`src/rtl/itp_pkg.sv`:
```
package itp_pkg;

  // Default operator stack depth.
  localparam int STACK_DEPTH_DEF = 32;

  // ASCII codes of the characters the converter reacts to.
  localparam logic [7:0] CH_PLUS   = 8'h2B;
  localparam logic [7:0] CH_MINUS  = 8'h2D;
  localparam logic [7:0] CH_STAR   = 8'h2A;
  localparam logic [7:0] CH_SLASH  = 8'h2F;
  localparam logic [7:0] CH_DOLLAR = 8'h24;
  localparam logic [7:0] CH_LPAREN = 8'h28;
  localparam logic [7:0] CH_RPAREN = 8'h29;
  localparam logic [7:0] CH_UPPER_A = 8'h41;
  localparam logic [7:0] CH_UPPER_Z = 8'h5A;
  localparam logic [7:0] CH_LOWER_A = 8'h61;
  localparam logic [7:0] CH_LOWER_Z = 8'h7A;

  // Error codes carried with each result item.
  typedef enum logic [1:0] {
    ERR_NONE  = 2'd0,
    ERR_CLOSE = 2'd1,
    ERR_OPEN  = 2'd2,
    ERR_FULL  = 2'd3
  } itp_err_t;

  // Controller states.
  typedef enum logic [1:0] {
    ST_IDLE,
    ST_OPER,
    ST_CLOSE,
    ST_FLUSH
  } itp_state_t;

  // Command from the controller to the stack chain.
  typedef struct packed {
    logic       push;
    logic       pop;
    logic [7:0] data;
  } itp_stk_ctl_t;

  // Status of the stack chain seen by the controller.
  typedef struct packed {
    logic       empty;
    logic       full;
    logic       one_left;
    logic       has_open;
    logic [7:0] top;
  } itp_stk_st_t;

  // Operator weight, offset by one so that it compares unsigned:
  // '$' and anything else map to 0, '+' and '-' to 2, '*' and '/' to 3.
  function automatic logic [1:0] weight_of(input logic [7:0] c);
    logic [1:0] w;
    w = 2'd0;
    if (c == CH_PLUS || c == CH_MINUS) begin
      w = 2'd2;
    end else if (c == CH_STAR || c == CH_SLASH) begin
      w = 2'd3;
    end
    return w;
  endfunction

  function automatic logic is_operator(input logic [7:0] c);
    return (c == CH_PLUS) || (c == CH_MINUS) || (c == CH_STAR) ||
           (c == CH_SLASH) || (c == CH_DOLLAR);
  endfunction

  function automatic logic is_letter(input logic [7:0] c);
    return ((c >= CH_UPPER_A) && (c <= CH_UPPER_Z)) ||
           ((c >= CH_LOWER_A) && (c <= CH_LOWER_Z));
  endfunction

endpackage

```
`src/rtl/itp_cell.sv`:
```
module itp_cell (
  input  logic       clk,
  input  logic       push,
  input  logic       pop,
  input  logic [7:0] up_data,
  input  logic [7:0] down_data,
  output logic [7:0] data
);

  logic [7:0] data_r;
  logic [7:0] data_nxt;

  // A push takes the entry from the cell above, a pop the one from below.
  always_comb begin
    data_nxt = data_r;
    if (push) begin
      data_nxt = up_data;
    end else if (pop) begin
      data_nxt = down_data;
    end
  end

  always_ff @(posedge clk) begin
    data_r <= data_nxt;
  end

  assign data = data_r;

endmodule

```
`src/rtl/itp_stack.sv`:
```
module itp_stack #(
  parameter int STACK_DEPTH = itp_pkg::STACK_DEPTH_DEF
) (
  input  logic                 clk,
  input  logic                 rst_n,
  input  itp_pkg::itp_stk_ctl_t ctl,
  output itp_pkg::itp_stk_st_t  st
);
  import itp_pkg::*;

  localparam int CNT_W = $clog2(STACK_DEPTH + 1);

  logic [7:0]       cell_data [STACK_DEPTH];
  logic [CNT_W-1:0] count_r;
  logic [CNT_W-1:0] count_nxt;
  logic [CNT_W-1:0] open_r;
  logic [CNT_W-1:0] open_nxt;

  // Cell 0 is the top of the stack; entries shift down on push, up on pop.
  for (genvar i = 0; i < STACK_DEPTH; i++) begin : g_cell
    logic [7:0] up_d;
    logic [7:0] down_d;
    if (i == 0) begin : g_first
      assign up_d = ctl.data;
    end else begin : g_mid
      assign up_d = cell_data[i-1];
    end
    if (i == STACK_DEPTH - 1) begin : g_last
      assign down_d = cell_data[i];
    end else begin : g_inner
      assign down_d = cell_data[i+1];
    end
    itp_cell u_cell (
      .clk       (clk),
      .push      (ctl.push),
      .pop       (ctl.pop),
      .up_data   (up_d),
      .down_data (down_d),
      .data      (cell_data[i])
    );
  end

  // Fill count and count of stacked open parentheses.
  always_comb begin
    count_nxt = count_r;
    open_nxt  = open_r;
    if (ctl.push) begin
      count_nxt = count_r + CNT_W'(1);
      if (ctl.data == CH_LPAREN) begin
        open_nxt = open_r + CNT_W'(1);
      end
    end else if (ctl.pop) begin
      count_nxt = count_r - CNT_W'(1);
      if (cell_data[0] == CH_LPAREN) begin
        open_nxt = open_r - CNT_W'(1);
      end
    end
  end

  always_ff @(posedge clk) begin
    if (!rst_n) begin
      count_r <= '0;
      open_r  <= '0;
    end else begin
      count_r <= count_nxt;
      open_r  <= open_nxt;
    end
  end

  assign st.empty    = (count_r == '0);
  assign st.full     = (count_r == CNT_W'(STACK_DEPTH));
  assign st.one_left = (count_r == CNT_W'(1));
  assign st.has_open = (open_r != '0);
  assign st.top      = cell_data[0];

endmodule

```
`src/rtl/infix_to_postfix_converter.sv`:
```
// A result item is registered in the out_ registers and sits there until the receiver takes it.
// Processing: a letter, a '(' or any other character is handled on decode; an operator first pops
// the entries that outweigh or tie it, then is pushed if there is room; a ')' or an end item pops
// entry by entry, a ')' down to its '(' and an end item until the stack is empty. A held result item stalls it.
// Reset (rst_n low, synchronous) empties the stack and the output register; stack cell
// contents are not cleared and are never read before written.
module infix_to_postfix_converter #(
  parameter int STACK_DEPTH = itp_pkg::STACK_DEPTH_DEF
) (
  input  logic       clk,
  input  logic       rst_n,
  input  logic       in_valid,
  output logic       in_stall,
  input  logic [7:0] in_char,
  input  logic       in_end_of_expr,
  output logic       out_valid,
  input  logic       out_stall,
  output logic [7:0] out_char,
  output logic       out_char_valid,
  output logic       out_last,
  output logic [1:0] out_error_code
);
  import itp_pkg::*;

  itp_state_t   state_r;
  itp_state_t   state_nxt;
  logic [7:0]   op_r;
  logic [7:0]   op_nxt;
  itp_stk_ctl_t ctl;
  itp_stk_st_t  st;

  logic         out_valid_r;
  logic         out_valid_nxt;
  logic [7:0]   out_char_r;
  logic         out_char_valid_r;
  logic         out_last_r;
  itp_err_t     out_err_r;

  logic         out_free;
  logic         ld;
  logic [7:0]   res_char;
  logic         res_valid;
  logic         res_last;
  itp_err_t     res_err;

  itp_stack #(.STACK_DEPTH(STACK_DEPTH)) u_stack (
    .clk   (clk),
    .rst_n (rst_n),
    .ctl   (ctl),
    .st    (st)
  );

  assign out_free = !out_valid_r || !out_stall;

  // Controller: decodes an item, then pops one stack entry per cycle while the output register is free.
  always_comb begin
    state_nxt = state_r;
    op_nxt    = op_r;
    in_stall  = 1'b1;
    ctl       = '0;
    ld        = 1'b0;
    res_char  = 8'h00;
    res_valid = 1'b0;
    res_last  = 1'b0;
    res_err   = ERR_NONE;
    unique case (state_r)
      ST_IDLE: begin
        in_stall = !out_free;
        if (in_valid && out_free) begin
          if (in_end_of_expr) begin
            if (st.empty) begin
              ld       = 1'b1;
              res_last = 1'b1;
            end else begin
              state_nxt = ST_FLUSH;
            end
          end else if (is_operator(in_char)) begin
            op_nxt    = in_char;
            state_nxt = ST_OPER;
          end else if (is_letter(in_char)) begin
            ld        = 1'b1;
            res_char  = in_char;
            res_valid = 1'b1;
          end else if (in_char == CH_LPAREN) begin
            if (st.full) begin
              ld      = 1'b1;
              res_err = ERR_FULL;
            end else begin
              ctl.push = 1'b1;
              ctl.data = in_char;
            end
          end else if (in_char == CH_RPAREN) begin
            if (!st.has_open) begin
              ld      = 1'b1;
              res_err = ERR_CLOSE;
            end else begin
              state_nxt = ST_CLOSE;
            end
          end
        end
      end
      ST_OPER: begin
        if (out_free) begin
          if (!st.empty && st.top != CH_LPAREN &&
              weight_of(st.top) >= weight_of(op_r)) begin
            ctl.pop   = 1'b1;
            ld        = 1'b1;
            res_char  = st.top;
            res_valid = 1'b1;
          end else if (st.full) begin
            ld        = 1'b1;
            res_err   = ERR_FULL;
            state_nxt = ST_IDLE;
          end else begin
            ctl.push  = 1'b1;
            ctl.data  = op_r;
            state_nxt = ST_IDLE;
          end
        end
      end
      ST_CLOSE: begin
        if (out_free) begin
          ctl.pop = 1'b1;
          if (st.top == CH_LPAREN) begin
            state_nxt = ST_IDLE;
          end else begin
            ld        = 1'b1;
            res_char  = st.top;
            res_valid = 1'b1;
          end
        end
      end
      ST_FLUSH: begin
        if (out_free) begin
          ctl.pop   = 1'b1;
          ld        = 1'b1;
          res_char  = st.top;
          res_valid = 1'b1;
          res_last  = st.one_left;
          res_err   = (st.top == CH_LPAREN) ? ERR_OPEN : ERR_NONE;
          if (st.one_left) begin
            state_nxt = ST_IDLE;
          end
        end
      end
      default: begin
        state_nxt = ST_IDLE;
      end
    endcase
  end

  always_ff @(posedge clk) begin
    if (!rst_n) begin
      state_r <= ST_IDLE;
    end else begin
      state_r <= state_nxt;
    end
  end

  always_ff @(posedge clk) begin
    op_r <= op_nxt;
  end

  // Output register: holds a result item until the receiver takes it.
  assign out_valid_nxt = ld ? 1'b1 : (out_valid_r && out_stall);

  always_ff @(posedge clk) begin
    if (!rst_n) begin
      out_valid_r <= 1'b0;
    end else begin
      out_valid_r <= out_valid_nxt;
    end
  end

  always_ff @(posedge clk) begin
    if (ld) begin
      out_char_r       <= res_char;
      out_char_valid_r <= res_valid;
      out_last_r       <= res_last;
      out_err_r        <= res_err;
    end
  end

  assign out_valid      = out_valid_r;
  assign out_char       = out_char_r;
  assign out_char_valid = out_char_valid_r;
  assign out_last       = out_last_r;
  assign out_error_code = out_err_r;

endmodule
```
`config.mk`:
```
export PLATFORM = sky130hd
export DESIGN_NAME = infix_to_postfix_converter
export DESIGN_NICKNAME = d
export VERILOG_FILES = /design/src/rtl/itp_pkg.sv /design/src/rtl/itp_cell.sv /design/src/rtl/itp_stack.sv /design/src/rtl/infix_to_postfix_converter.sv
export SDC_FILE = /design/constraint.sdc
export NUM_CORES = 1
export LEC_CHECK = 0
export CAP_MARGIN = 20
export CORE_MARGIN = 3
export CORE_UTILIZATION = 60
export CTS_BUF_LIST = sky130_fd_sc_hd__clkbuf_16
export DETAILED_ROUTE_END_ITERATION = 12
export DONT_BUFFER_PORTS = 1
export PLACE_DENSITY_LB_ADDON = 0.25
export SETUP_SLACK_MARGIN = 0.05
export SLEW_MARGIN = 10
export SYNTH_ARGS = -nofsm -noshare
export SYNTH_HDL_FRONTEND = slang
export SYNTH_SLANG_ARGS = --single-unit
```
`constraint.sdc`:
```
create_clock -name clk -period 20.6 [get_ports clk]
set_clock_uncertainty 0.15 [all_clocks]
set_input_delay 3.09 -clock clk [delete_from_list [all_inputs] [get_ports clk]]
set_output_delay 3.09 -clock clk [all_outputs]
set_load 0.1 [all_outputs]
```
==> results.yml <==
status:
  status: "completed"
timing:
  min_period_ns: 7.32
  max_slew_margin: 0.223
  timing_hold_violations_final: 0
  rsz0062_at_grt: "false"
  final_max_slew_viol_count: 0
  post-route-period-util: 0.355
  setup_viol: 0
  worst_pin_slew_ns: 1.17
  fmax_mhz: 137
  tns_ns: 0
grt:
  grt_max_degree: 250
  grt_pass1_vias: 7971
  grtUsageTotal: 0.191
  grt.overflow.total: 0
  antenna_found_initial: 0
  grt_pass1_wl_mm: 38.4
worst_setup_path:
  crit_required_ns: 17.36
  start_kind: "primary input"
  reg2reg_depth: 10
  worstReg2RegStart: "op_r[4]$_DFFE_PP_"
  arrival_ns: 4.08
  rrSetupSlack_ns: 16.09
  r2r-end: "u_stack.g_cell[25].u_cell.data[6]$_DFFE_PP_"
  critPathMaxFanout: 10
  path_common_cell: "nand2_1"
  critPathSlowestCell: "nand2_1"
  crit_family: "simple AND/OR/NAND/NOR gates"
  critical_path_class: "in -> out"
  cpPeakStageDelay_ns: 0.80
  crit_path_cell_trace: "nand2_1 > nand2_1"
  endpoint_kind: "output pin"
  cp_num_buf_inv: 0
finish:
  antenna_cells: 0
  synthToLayoutAreaGrowth_pct: 9.08
  n_fill_cell: 1604
  final_area_sq_um: 14200
  layout.nets: 1292
  drive_gt1_frac: 0.0467
  multi_input_area_sq_um: 4080
  seqCellArea_sq_um: 8590
synth:
  ys_ff_latch: 291
  synth-async-reset-ratio: 0
  ys_seq_area_frac: 0.661
  synth_most_common_cell: "nand2_1"
  ys.flop_type: "edfxtp_1"
  synth_area_leaders: "edfxtp_1 (64%), nand2_1 (22%), dfxtp_1 (2.3%)"
  syn_inst: 1289
  syn_area_sq_um: 13000
  synthTopCellsByCount: "nand2_1 (754), edfxtp_1 (276), clkbuf_1 (36)"
  synth_edf_count: 276
  synth_top_area_cell: "edfxtp_1"
  yosysWarnings: 0
  syn_nets: 1316
  avgSynthCellArea_sq_um: 10.1
  synth_top_area_frac: 0.638
  netlist-cell-type-count: 57
place:
  portBuffers: 0
  place.gp.congestion: 0.837
  placed_cell_area_sq_um: 13100
  dp_hpwl_mm: 12.4
clock_tree:
  cts_buffers: 31
  postCtsSetupRepairBufs: 0
  cts_tree: "built"
  post_cts_resized: 0
  cts_hold_buf: 0
  cts_buffer_depth: 3
  clk_latency_ns: 0.55
  path_clk_slew_ns: 0.06
  cts_root_buf: "clkbuf_16"
  cts.sinks: 291
  h-tree-depth: 1
power:
  leakagePower_uw: 0.00584
  switching_share: 0.350
  power.internal_uw: 1480
  p_seq_frac: 0.506
  pwr-share-comb: 0.252
  peakVddDrop_mv: 0.160
  p_per_area_nw_per_um2: 161
  total_power_uw: 2280
  clkPwrFrac: 0.242
  switchingPower_uw: 798
drt:
  vias_per_cell: 5.44
  num_vias: 8483
  dr.pass1.iters: 6
  drcViolationCount: 0
  wl_mm: 22.7
  drtAntennaViolNets: 0
  initialDrtViolationCount: 913
  wl_per_cell_um: 14.5
floorplanning:
  die_h_um: 153
  core_area_sq_um: 21200
  dieArea_sq_um: 23400
  die_w_um: 153
  num_rows: 53
  pin_count: 27
  initial_utilization: 0.614
job:
  cap_violations: 0
min_path:
  hp-class: "reg -> reg"
  min_to: "u_stack.g_cell[31].u_cell.data[1]$_DFFE_PP_"
  hold_depth: 0
  hold_start: "u_stack.g_cell[30].u_cell.data[1]$_DFFE_PP_"
-- final cells by class --
class | count | share of cell area
tap | 275 | 0.0243
clock buffer | 31 | 0.0548
timing repair buffer | 7 | 0.00601
sequential | 291 | 0.606
inverter | 11 | 0.00380
multi-input combinational | 923 | 0.288
clock inverter | 22 | 0.0163
-- placed cells by master (no fill, tap or decap), drive strengths merged, types with 6 or more instances in the layout --
cell type and instances:
a21oi 11, a22o 6, buf 7, clkbuf 31, clkinv 12, dfxtp 15, edfxtp 276, ha 13
inv 16, mux2i 9, nand2 754, nand3 7, nor2 26, nor3 7, nor4 6, o21ai 15
xnor2 8
-- worst max path at each step --
stage	from	end	slack (ns)	cells after the start
final	out_stall	in_stall	13.28	2
after floorplan	in_char[4]	u_stack.g_cell[0].u_cell.data[0]$_DFFE_PP_	10.79	5
after global placement	out_stall	in_stall	13.31	2
after detailed placement	out_stall	in_stall	13.30	2
after CTS	out_stall	in_stall	13.30	2
after global routing	out_stall	in_stall	13.24	2
-- state kept, by name (all words and copies together), names as in the netlist --
register	count
u_stack.count_r	6
out_error_code	2
state_r	2
out_valid	1
out_char	8
op_r	8
u_stack.g_cell.u_cell.data	256
u_stack.open_r	6
out_char_valid	1
out_last	1
-- per-layer routing --
layer / global-route usage / wire, um / up-vias
met3: 0.0306 / 997 / 33
met4: 0.0445 / 365 / 0
met1: 0.295 / 10700 / 4066
met2: 0.290 / 10600 / 160
li1: - / - / 4224
met5: 0 / 0 / -
-- cell families after synthesis --
kind of cell | Yosys count | synth area share
xor+xnor | 11 | 0.00742
flops | 291 | 0.661
simple gates | 831 | 0.252
compound gates | 57 | 0.0330
mux | 10 | 0.00781
buf+inv | 75 | 0.0246
fa+ha+maj | 14 | 0.0141
-- per-stage QoR --
step                      instances  utilization  hold slack [ns]  setup WS (ns)
final                          1560        0.669            0.307          13.28
after global routing           1560        0.669            0.320          13.24
after CTS                      1558        0.668            0.302          13.30
after detailed placement       1505        0.620            0.292          13.30
after global placement         1505        0.620            0.282          13.31
after floorplan                1289            -            0.276          10.79
-- power by group through the flow --
stage	clock, uW	combinational [uW]	sequential, uW
after floorplan	0	460	1170
final	551	575	1150
after global placement	0	549	1150
after detailed placement	0	570	1160
after global routing	587	666	1180
after CTS	560	575	1150
Power figures use the tool's default switching activity.
